==> config.mk <==
export PLATFORM = sky130hd
export DESIGN_NAME = kcq_cell
export DESIGN_NICKNAME = d
export VERILOG_FILES = /design/src/design/kcq_pkg.sv /design/src/design/kcq_cell.sv
export SDC_FILE = /design/constraint.sdc
export NUM_CORES = 1
export LEC_CHECK = 0
export BUFFER_PORTS_ARGS = -buffer_cell sky130_fd_sc_hd__buf_4
export CORE_MARGIN = 2
export CORE_UTILIZATION = 54
export CTS_CLUSTER_DIAMETER = 150
export CTS_CLUSTER_SIZE = 30
export DETAILED_ROUTE_END_ITERATION = 8
export GPL_TIMING_DRIVEN = 1
export PLACE_DENSITY = 0.73
export SLEW_MARGIN = 20
export SYNTH_ARGS = -nofsm -noshare
export SYNTH_HDL_FRONTEND = slang
export SYNTH_SLANG_ARGS = --single-unit
==> constraint.sdc <==
create_clock -name clk -period 24.9 [get_ports clk]
set_input_delay 7.47 -clock clk [delete_from_list [all_inputs] [get_ports clk]]
set_output_delay 7.47 -clock clk [all_outputs]
set_load 0.05 [all_outputs]
==> src/design/kcq_pkg.sv <==
// kcq_pkg: shared types and constants for the k-means colour quantizer.
// No dependencies; imported by kcq_cell and kmeans_color_quantizer.
`timescale 1ns / 1ps

package kcq_pkg;

  // Parameter defaults
  localparam int DEF_CLUSTERS   = 64;
  localparam int DEF_PASS_LOG2  = 20;

  // Register and field widths
  localparam int ACTIVE_W       = 7;
  localparam logic [ACTIVE_W-1:0] ACTIVE_RESET = 7'd64;
  localparam int DIST_W         = 18;
  localparam int SLOT_W         = 6;
  localparam int QUO_W          = 9;   // eight quotient bits plus saturation bit
  localparam logic [3:0] QUO_TOP = 4'd8;

  // Command codes
  localparam logic [1:0] CMD_LOAD = 2'd0;
  localparam logic [1:0] CMD_ACC  = 2'd1;
  localparam logic [1:0] CMD_CLS  = 2'd2;
  localparam logic [1:0] CMD_UPD  = 2'd3;

  // Broadcast control from the sequencer to every cell
  typedef struct packed {
    logic       acc;       // accumulate pixel into the cell named by acc_idx
    logic       div_load;  // load divider remainders from the sums
    logic       div_step;  // one restoring division step
    logic [3:0] div_bit;   // quotient bit handled by this step
    logic       div_done;  // write means back and clear sums and counts
  } ctl_t;

endpackage

==> src/design/kcq_cell.sv <==
// kcq_cell: one centroid cell of the chain: centroid, sums, count and divider.
// Depends on kcq_pkg.
`timescale 1ns / 1ps

module kcq_cell import kcq_pkg::*; #(
  parameter int IDX  = 0,
  parameter int IDXW = 6,
  parameter int LW   = 7,
  parameter int CNTW = 21,
  parameter int SUMW = 28
) (
  input  logic              clk,
  input  logic              rst_n,
  input  logic [LW-1:0]     lim,
  input  ctl_t              ctl,
  input  logic [IDXW-1:0]   acc_idx,
  input  logic [23:0]       acc_px,
  input  logic              i_v,
  input  logic [1:0]        i_cmd,
  input  logic [SLOT_W-1:0] i_slot,
  input  logic [23:0]       i_px,
  input  logic [IDXW-1:0]   i_best,
  input  logic [DIST_W-1:0] i_dist,
  input  logic [23:0]       i_col,
  input  logic [LW-1:0]     i_empty,
  output logic              o_v,
  output logic [1:0]        o_cmd,
  output logic [SLOT_W-1:0] o_slot,
  output logic [23:0]       o_px,
  output logic [IDXW-1:0]   o_best,
  output logic [DIST_W-1:0] o_dist,
  output logic [23:0]       o_col,
  output logic [LW-1:0]     o_empty
);

  localparam logic [CNTW-1:0] CNT_MAX = {CNTW{1'b1}};
  localparam logic [SUMW-1:0] SUM_MAX = {SUMW{1'b1}};

  logic              v_r;
  logic [1:0]        cmd_r;
  logic [SLOT_W-1:0] slot_r;
  logic [23:0]       px_r;
  logic [IDXW-1:0]   best_r;
  logic [DIST_W-1:0] dist_r;
  logic [23:0]       col_r;
  logic [LW-1:0]     empty_r;

  logic [23:0]       cent_r;
  logic [SUMW-1:0]   sum_r [3];
  logic [CNTW-1:0]   cnt_r;
  logic [SUMW-1:0]   rem_r [3];
  logic [QUO_W-1:0]  quo_r [3];

  logic              active;
  logic [DIST_W-1:0] dist_cur;
  logic              take;

  assign active = LW'(IDX) < lim;

  // Squared distance from the passing pixel to this centroid
  always_comb begin
    logic [7:0]  a, b, d;
    logic [15:0] sq;
    dist_cur = '0;
    for (int c = 0; c < 3; c++) begin
      a = cent_r[8*c +: 8];
      b = i_px[8*c +: 8];
      d = (a > b) ? a - b : b - a;
      sq = d * d;
      dist_cur = dist_cur + DIST_W'(sq);
    end
  end

  assign take = (i_cmd inside {CMD_ACC, CMD_CLS}) && active &&
                ((IDX == 0) || (dist_cur < i_dist));

  // Token stage: hand the transaction to the next cell
  always_ff @(posedge clk) begin
    if (!rst_n) begin
      v_r <= 1'b0;
    end else begin
      v_r <= i_v;
    end
    cmd_r   <= i_cmd;
    slot_r  <= i_slot;
    px_r    <= i_px;
    best_r  <= take ? IDXW'(IDX) : i_best;
    dist_r  <= take ? dist_cur : i_dist;
    col_r   <= take ? cent_r : i_col;
    empty_r <= (i_cmd == CMD_UPD && active && cnt_r == '0) ? i_empty + 1'b1 : i_empty;
  end

  // Centroid, sums, count and restoring divider
  always_ff @(posedge clk) begin
    logic [SUMW:0] shl;
    logic [SUMW:0] s;
    if (!rst_n) begin
      cent_r <= '0;
      cnt_r  <= '0;
      for (int c = 0; c < 3; c++) sum_r[c] <= '0;
    end else begin
      if (i_v && i_cmd == CMD_LOAD && IDX < 64 && i_slot == SLOT_W'(IDX))
        cent_r <= i_px;
      if (ctl.acc && acc_idx == IDXW'(IDX) && cnt_r < CNT_MAX) begin
        cnt_r <= cnt_r + 1'b1;
        for (int c = 0; c < 3; c++) begin
          s = {1'b0, sum_r[c]} + (SUMW+1)'(acc_px[8*c +: 8]);
          sum_r[c] <= s[SUMW] ? SUM_MAX : s[SUMW-1:0];
        end
      end
      if (ctl.div_done) begin
        if (active && cnt_r != '0)
          for (int c = 0; c < 3; c++)
            cent_r[8*c +: 8] <= quo_r[c][QUO_W-1] ? 8'hFF : quo_r[c][7:0];
        cnt_r <= '0;
        for (int c = 0; c < 3; c++) sum_r[c] <= '0;
      end
    end
    // divider datapath
    for (int c = 0; c < 3; c++) begin
      shl = (SUMW+1)'(cnt_r) << ctl.div_bit;
      if (ctl.div_load) begin
        rem_r[c] <= sum_r[c];
        quo_r[c] <= '0;
      end else if (ctl.div_step && {1'b0, rem_r[c]} >= shl) begin
        rem_r[c] <= rem_r[c] - shl[SUMW-1:0];
        quo_r[c][ctl.div_bit] <= 1'b1;
      end
    end
  end

  assign o_v     = v_r;
  assign o_cmd   = cmd_r;
  assign o_slot  = slot_r;
  assign o_px    = px_r;
  assign o_best  = best_r;
  assign o_dist  = dist_r;
  assign o_col   = col_r;
  assign o_empty = empty_r;

endmodule

== Word level (Yosys, flattened, before mapping) ==
Memory sizes are Yosys's and may differ from the RTL's.
Cells that the tools add are included.

* Add/subtract/negate cells: 16
* Multipliers: 3
* $lt $le $gt $ge: 10
* Equal/unequal tests: 3
* Shift-type cells: 1
* Muxes and demuxes: 74
* Bitwise gates (word level): 37
* Reductions and logical operators: 19

{| class="wikitable"
|+ Operators with widths
! cell !! number
|-
| 28-bit two-way mux || 12
|-
| 24-bit two-way mux || 4
|-
| 28-bit by 8-bit adder with 29-bit output || 3
|-
| 28-bit by 29-bit greater-or-equal comparator with 1-bit output || 3
|-
| 28-bit subtractor || 3
|-
| 8-bit by 8-bit multiplier with 16-bit output || 3
|-
| 8-bit two-way mux || 6
|-
| 8-bit subtractor || 6
|-
| 1-bit two-way mux || 46
|-
| 1-bit OR || 36
|-
| 21-bit by 4-bit << shifter with 29-bit output || 1
|-
| 9-bit two-way mux || 3
|-
| 8-bit greater-than comparator || 3
|-
| 21-bit by 1-bit adder with 21-bit output (second input constant) || 1
|-
| 21-bit zero test || 1
|-
| 21-bit less-than comparator (second input constant) || 1
|-
| 21-bit nonzero test || 1
|-
| 17-bit by 16-bit adder with 18-bit output || 1
|-
| 18-bit two-way mux || 1
|-
| 16-bit by 16-bit adder with 17-bit output || 1
|-
| 1-bit logical AND || 12
|-
| 6-bit zero test || 2
|-
| 7-bit by 1-bit adder with 7-bit output (second input constant) || 1
|-
| 1-bit by 7-bit less-than comparator with 1-bit output (first input constant) || 1
|-
| 10 further kinds || 11
|}

* Flip-flop bits (word level): 133
* Memory bits (writable): 195
* Input port bits: 135
* Output and inout bits: 88
* Logic and storage cells: 176
* Memories: 3

{| class="wikitable"
|+ Memories
! memory !! depth !! width !! read ports !! clocked after memory_dff !! wr ports !! line !! source
|-
| rem_r || 3 || 28 || 3 || 0 || 3 || kcq_cell.sv:51 || <nowiki>logic [SUMW-1:0] rem_r [3];</nowiki>
|-
| sum_r || 3 || 28 || 3 || 0 || 3 || kcq_cell.sv:49 || <nowiki>logic [SUMW-1:0] sum_r [3];</nowiki>
|-
| quo_r || 3 || 9 || 3 || 0 || 3 || kcq_cell.sv:52 || <nowiki>logic [QUO_W-1:0] quo_r [3];</nowiki>
|}

== Logic depth before layout (Yosys ltp) ==
* Depth after elaboration: 8
* Depth in mapped cells: 36
* Depth with buffers taken out: 35

== Worst setup path before layout ==
Ideal clock, no wire load.

* Path kind: in2reg
* From: input port i_px[0]
* To: register dist_r[16] (netlist: o_dist[16])
* Library setup time: 131 ps
* Arrival: 15,590 ps
* Data required time: 24,769 ps
* Path slack: 9,179 ps
* Stages: 33
* Buffers on the path: 2
* Cells stage by stage: inv_1 -> ha_1 -> inv_1 -> or4b_1 -> o21ai_1 -> buf_4 -> mux2i_1 -> o21ai_0 -> a31oi_1 -> nand2_1 -> xnor2_1 -> clkbuf_1 -> nor2_1 -> fa_1 -> inv_1 -> fa_1 -> fa_1 -> inv_1 -> fa_1 -> inv_1 -> fa_1 -> fa_1 -> inv_1 -> fa_1 -> ha_1 -> a21oi_1 -> o21ai_0 -> a2111oi_0 -> o31ai_1 -> or4_1 -> a31oi_1 -> xor2_1 -> o21ai_0

* Word-level cells in the longest chain between the ends: 6
* Elaborated cells on any way between the ends: 8
* Those cells by class: add/sub: 4; mul: 1; order compare: 1; mux: 2

{| class="wikitable"
|+ Ends and longest elaborated chain
! item !! line !! source
|-
| from (decl) || kcq_cell.sv:21 || <nowiki>input logic [23:0] i_px,</nowiki>
|-
| 8-bit subtractor / 8-bit greater-than comparator (equally long branches) || kcq_cell.sv:68 || <nowiki>d = (a > b) ? a - b : b - a;</nowiki>
|-
| 8-bit two-way mux (*) || kcq_cell.sv:68 ||
|-
| 8-bit by 8-bit multiplier with 16-bit output (*) || kcq_cell.sv:69 || <nowiki>sq = d * d;</nowiki>
|-
| 16-bit by 16-bit adder with 17-bit output (*) || kcq_cell.sv:70 || <nowiki>dist_cur = dist_cur + DIST_W'(sq);</nowiki>
|-
| 17-bit by 16-bit adder with 18-bit output (*) || kcq_cell.sv:70 ||
|-
| 18-bit two-way mux (*) || kcq_cell.sv:88 || <nowiki>dist_r <= take ? dist_cur : i_dist;</nowiki>
|-
| to (signal assigned) || kcq_cell.sv:88 ||
|-
| to (decl) || kcq_cell.sv:44 || <nowiki>logic [DIST_W-1:0] dist_r;</nowiki>
|}

Mark *: on every way between the ends. The rest lies on a longest branch, timed or not.
A chain may end at the register's enable or synchronous reset.

== Final worst setup path ==
Ends and elaborated chain as after synthesis.

==> out/summary.txt <==
=========================================================================================
Chip Width                                                                         225 um
Wire length of the first global-routing pass                                       112 mm
Layout area overhead                                                                9.74%
Global route total overflow                                                             0
CTS tree                                                                              yes
First-pass DRT Iterations                                                               6
Depth of the CTS H-tree                                                                 1
I/O pins                                                                              223
HPWL after detailed placement                                                     54.0 mm
Number of antenna-violating nets in the routed design                                   0
Result of the run                                                            finished, final reports clean
Most common cell after layout, fill and taps aside                                  inv_1
I/O Buffers                                                                           222
Area of the die                                                               50,600 um^2
Capture point of the worst reg-to-reg path                                   o_dist[16]$_DFF_P_
Maximum number of pins on one net before global-route repair                           84
Peak supply drop                                                                   244 uV
Share of final-layout standard cells stronger than drive strength 1                 0.132
Worst slew margin                                                                   0.164
Average size of a mapped cell                                                   9.06 um^2
Number of antenna violations at the first check in global routing                       3
LEAKAGE                                                                           12.9 nW
Worst hold path depth                                                                   1
Total Nets Final                                                                    3,571
Average wire length per cell after detail routing                                 19.0 um
Worst min-delay path category                                                  reg -> reg
Reg2reg path depth                                                                     29
Sink count of the clock tree                                                          328
Most frequent cells in the layout                                            inv_1, buf_4, ha_1, dfxtp_1, nand2_1
CTS clk-pin slew, worst paths                                                     0.12 ns
Total Wirelength                                                                  70.0 mm
Area of the multi-input gates                                                 17,100 um^2
Proportion of register bits with asynchronous set or reset after synthesis              0
Unique masters post-synth                                                              81
Detailed-route via count                                                           21,600
Start point of the worst min-delay path                                      quo_r[0][6]$_DFFE_PP_
Final period util                                                                   0.676
Worst slack, placed                                                               7.56 ns
Maximum fanout encountered on the critical timing path                                 12
Flip-flop cell with the highest count after synthesis                             dfxtp_1
Buffer cell driving the clock tree root                                         clkbuf_16
Min Tclk post-route                                                              16.84 ns
Ys Warns                                                                                0
Beginning of the critical path                                                    i_px[0]
Placeable core region                                                         47,900 um^2
Number of max-slew violations in the final report                                       0
Clock buffer count from CTS                                                            14
Initial Util                                                                        0.550
Max-cap violations                                                                      0
Chip Height                                                                        225 um
Number of filler cells placed in the layout                                         4,090
Fmax                                                                             59.4 MHz
Endpoint arrival time on the critical path                                       17.24 ns
Synthesized net count                                                               3,428
Worst setup SP type                                                          primary input
Type of destination of the critical path                                         register
Via count of the first global-routing pass                                         21,600
RR Startpoint                                                                cent_r[0]$_SDFF_PN0_
Netlist area before placement                                                 26,400 um^2
Instance count of the mapped netlist                                                2,911
Worst path setup slack after routing                                              8.06 ns
Register-to-register path setup slack                                            14.78 ns
Max stage delay on crit path                                                      0.79 ns
Final estimated routing congestion in global placement                              0.935
Clock latency on the worst-skew pair                                              0.55 ns
Worst Path Class, Setup                                                         in -> reg
All-layer global routing usage                                                      0.274
Actual slew at the worst max-slew pin                                             1.24 ns
Buffers from clock root to sink, at most                                                3
Flops & latches, synth                                                                328
Number of failing setup endpoints in the final timing report                            0
Pwr per Cell Area                                                             145 nW/um^2
Final Hold Fails                                                                        0
Unrepaired setup endpoints after global routing                                        no
# DRC                                                                                   0
Capture endpoint of the worst hold path                                      cent_r[6]$_SDFF_PN0_
Number of enable flip-flop cells after synthesis                                      102
Register area share after synthesis                                                 0.288
Sum Neg Setup Slack                                                                  0 ns
Number of cell rows                                                                    80
Number of gates given a new drive strength after cts                                    0
1st-iter DRT viols                                                                  1,419
Final Skew                                                                      0.0315 ns
Required time of the critical path                                               25.30 ns
Inserted Diodes                                                                         0
Per-cell via count in the routed design                                              5.89
FF+latch area                                                                   7590 um^2
Hold buffers post-CTS                                                                   0
Worst-path cell with the longest stage delay                                      xnor2_1
Setup Buffers After CTS                                                                 0
Most frequent CP cell                                                                fa_1
=========================================================================================
routing by layer:
metal / GRT usage / wire [um] / vias up
met5: 0 / 45 / -
met4: 0.106 / 2930 / 6
met3: 0.0266 / 3290 / 146
met2: 0.484 / 34400 / 619
met1: 0.347 / 29300 / 10400
li1: - / - / 10500
area by class of cell:
| class | count | area share |
|---|---|---|
| clock buffers | 23 | 0.0144 |
| inverters | 313 | 0.0406 |
| multi-input cells | 2150 | 0.592 |
| flip-flops and latches | 328 | 0.262 |
| well taps | 615 | 0.0266 |
| repair buffers | 247 | 0.0641 |
sequential cells by signal (all words and copies together) (netlist names), 6 cells and up:
register,cells
cent_r,24
cnt_r,21
o_best,6
o_col,24
o_dist,18
o_empty,7
o_px,24
o_slot,6
quo_r,27
rem_r,84
sum_r,84
worst max path at each step:
stage	to	slack (ns)	depth (start not counted)
2_1_floorplan	o_dist[16]$_DFF_P_	9.18	33
3_3_place_gp	o_dist[16]$_DFF_P_	7.82	31
3_5_place_dp	o_dist[16]$_DFF_P_	7.56	31
4_1_cts	o_dist[16]$_DFF_P_	8.11	31
5_1_grt	o_dist[16]$_DFF_P_	7.33	32
6_report	o_dist[16]$_DFF_P_	8.06	31
power by group:
| group | total (mW) | switching [mW] | internal (mW) |
|---|---|---|---|
| sequential | 0.681 | 0.0266 | 0.654 |
| combinational | 3.23 | 1.85 | 1.38 |
| clock | 0.293 | 0.176 | 0.117 |
cell usage after synthesis (63+ instances only):
library cell,count,share of area
inv_1,313,0.045
ha_1,237,0.11
dfxtp_1,226,0.17
nand2_1,220,0.031
nor2_1,214,0.030
o21ai_0,181,0.034
fa_1,145,0.11
a21oi_1,137,0.026
edfxtp_1,102,0.12
clkbuf_1,86,0.012
xnor2_1,77,0.026
nand3_1,69,0.013
xor2_1,63,0.021
cells by family (layout without fill, tap and decap cells):
group                      after synthesis  count (layout)  synth area share
AOI/OAI and AO/OA                      669             669             0.165
xor gates and xnor gates               140             140            0.0465
adders and majority gates              382             382             0.222
buffers and inverters                  433             583            0.0638
DFF                                    328             328             0.288
muxes                                  132             132            0.0611
and+or+nand+nor                        827             827             0.153
worst max-delay path, delay by kind of cell:
family	cells	cell delay, ns
adder cells (fa/ha/maj)	9	4.17
AO/OA/AOI/OAI	9	2.48
AND/OR/NAND/NOR	4	1.32
XOR/XNOR	2	0.94
buffers and inverters	6	0.51
multiplexers	1	0.34
stage by stage:
| step | hold WS (ns) | util | instances | power (mW) | instance area, um^2 |
|---|---|---|---|---|---|
| after CTS | 0.513 | 0.604 | 3676 | 4.21 | 28900 |
| final | 0.509 | 0.604 | 3676 | 4.20 | 28900 |
| after global placement | 0.473 | 0.595 | 3653 | 3.78 | 28500 |
| after global routing | 0.534 | 0.604 | 3676 | 4.69 | 28900 |
| after detailed placement | 0.486 | 0.595 | 3653 | 3.85 | 28500 |
| after floorplan | 0.438 | - | 2911 | 3.19 | 26400 |
(Power assumes the default switching activity.)
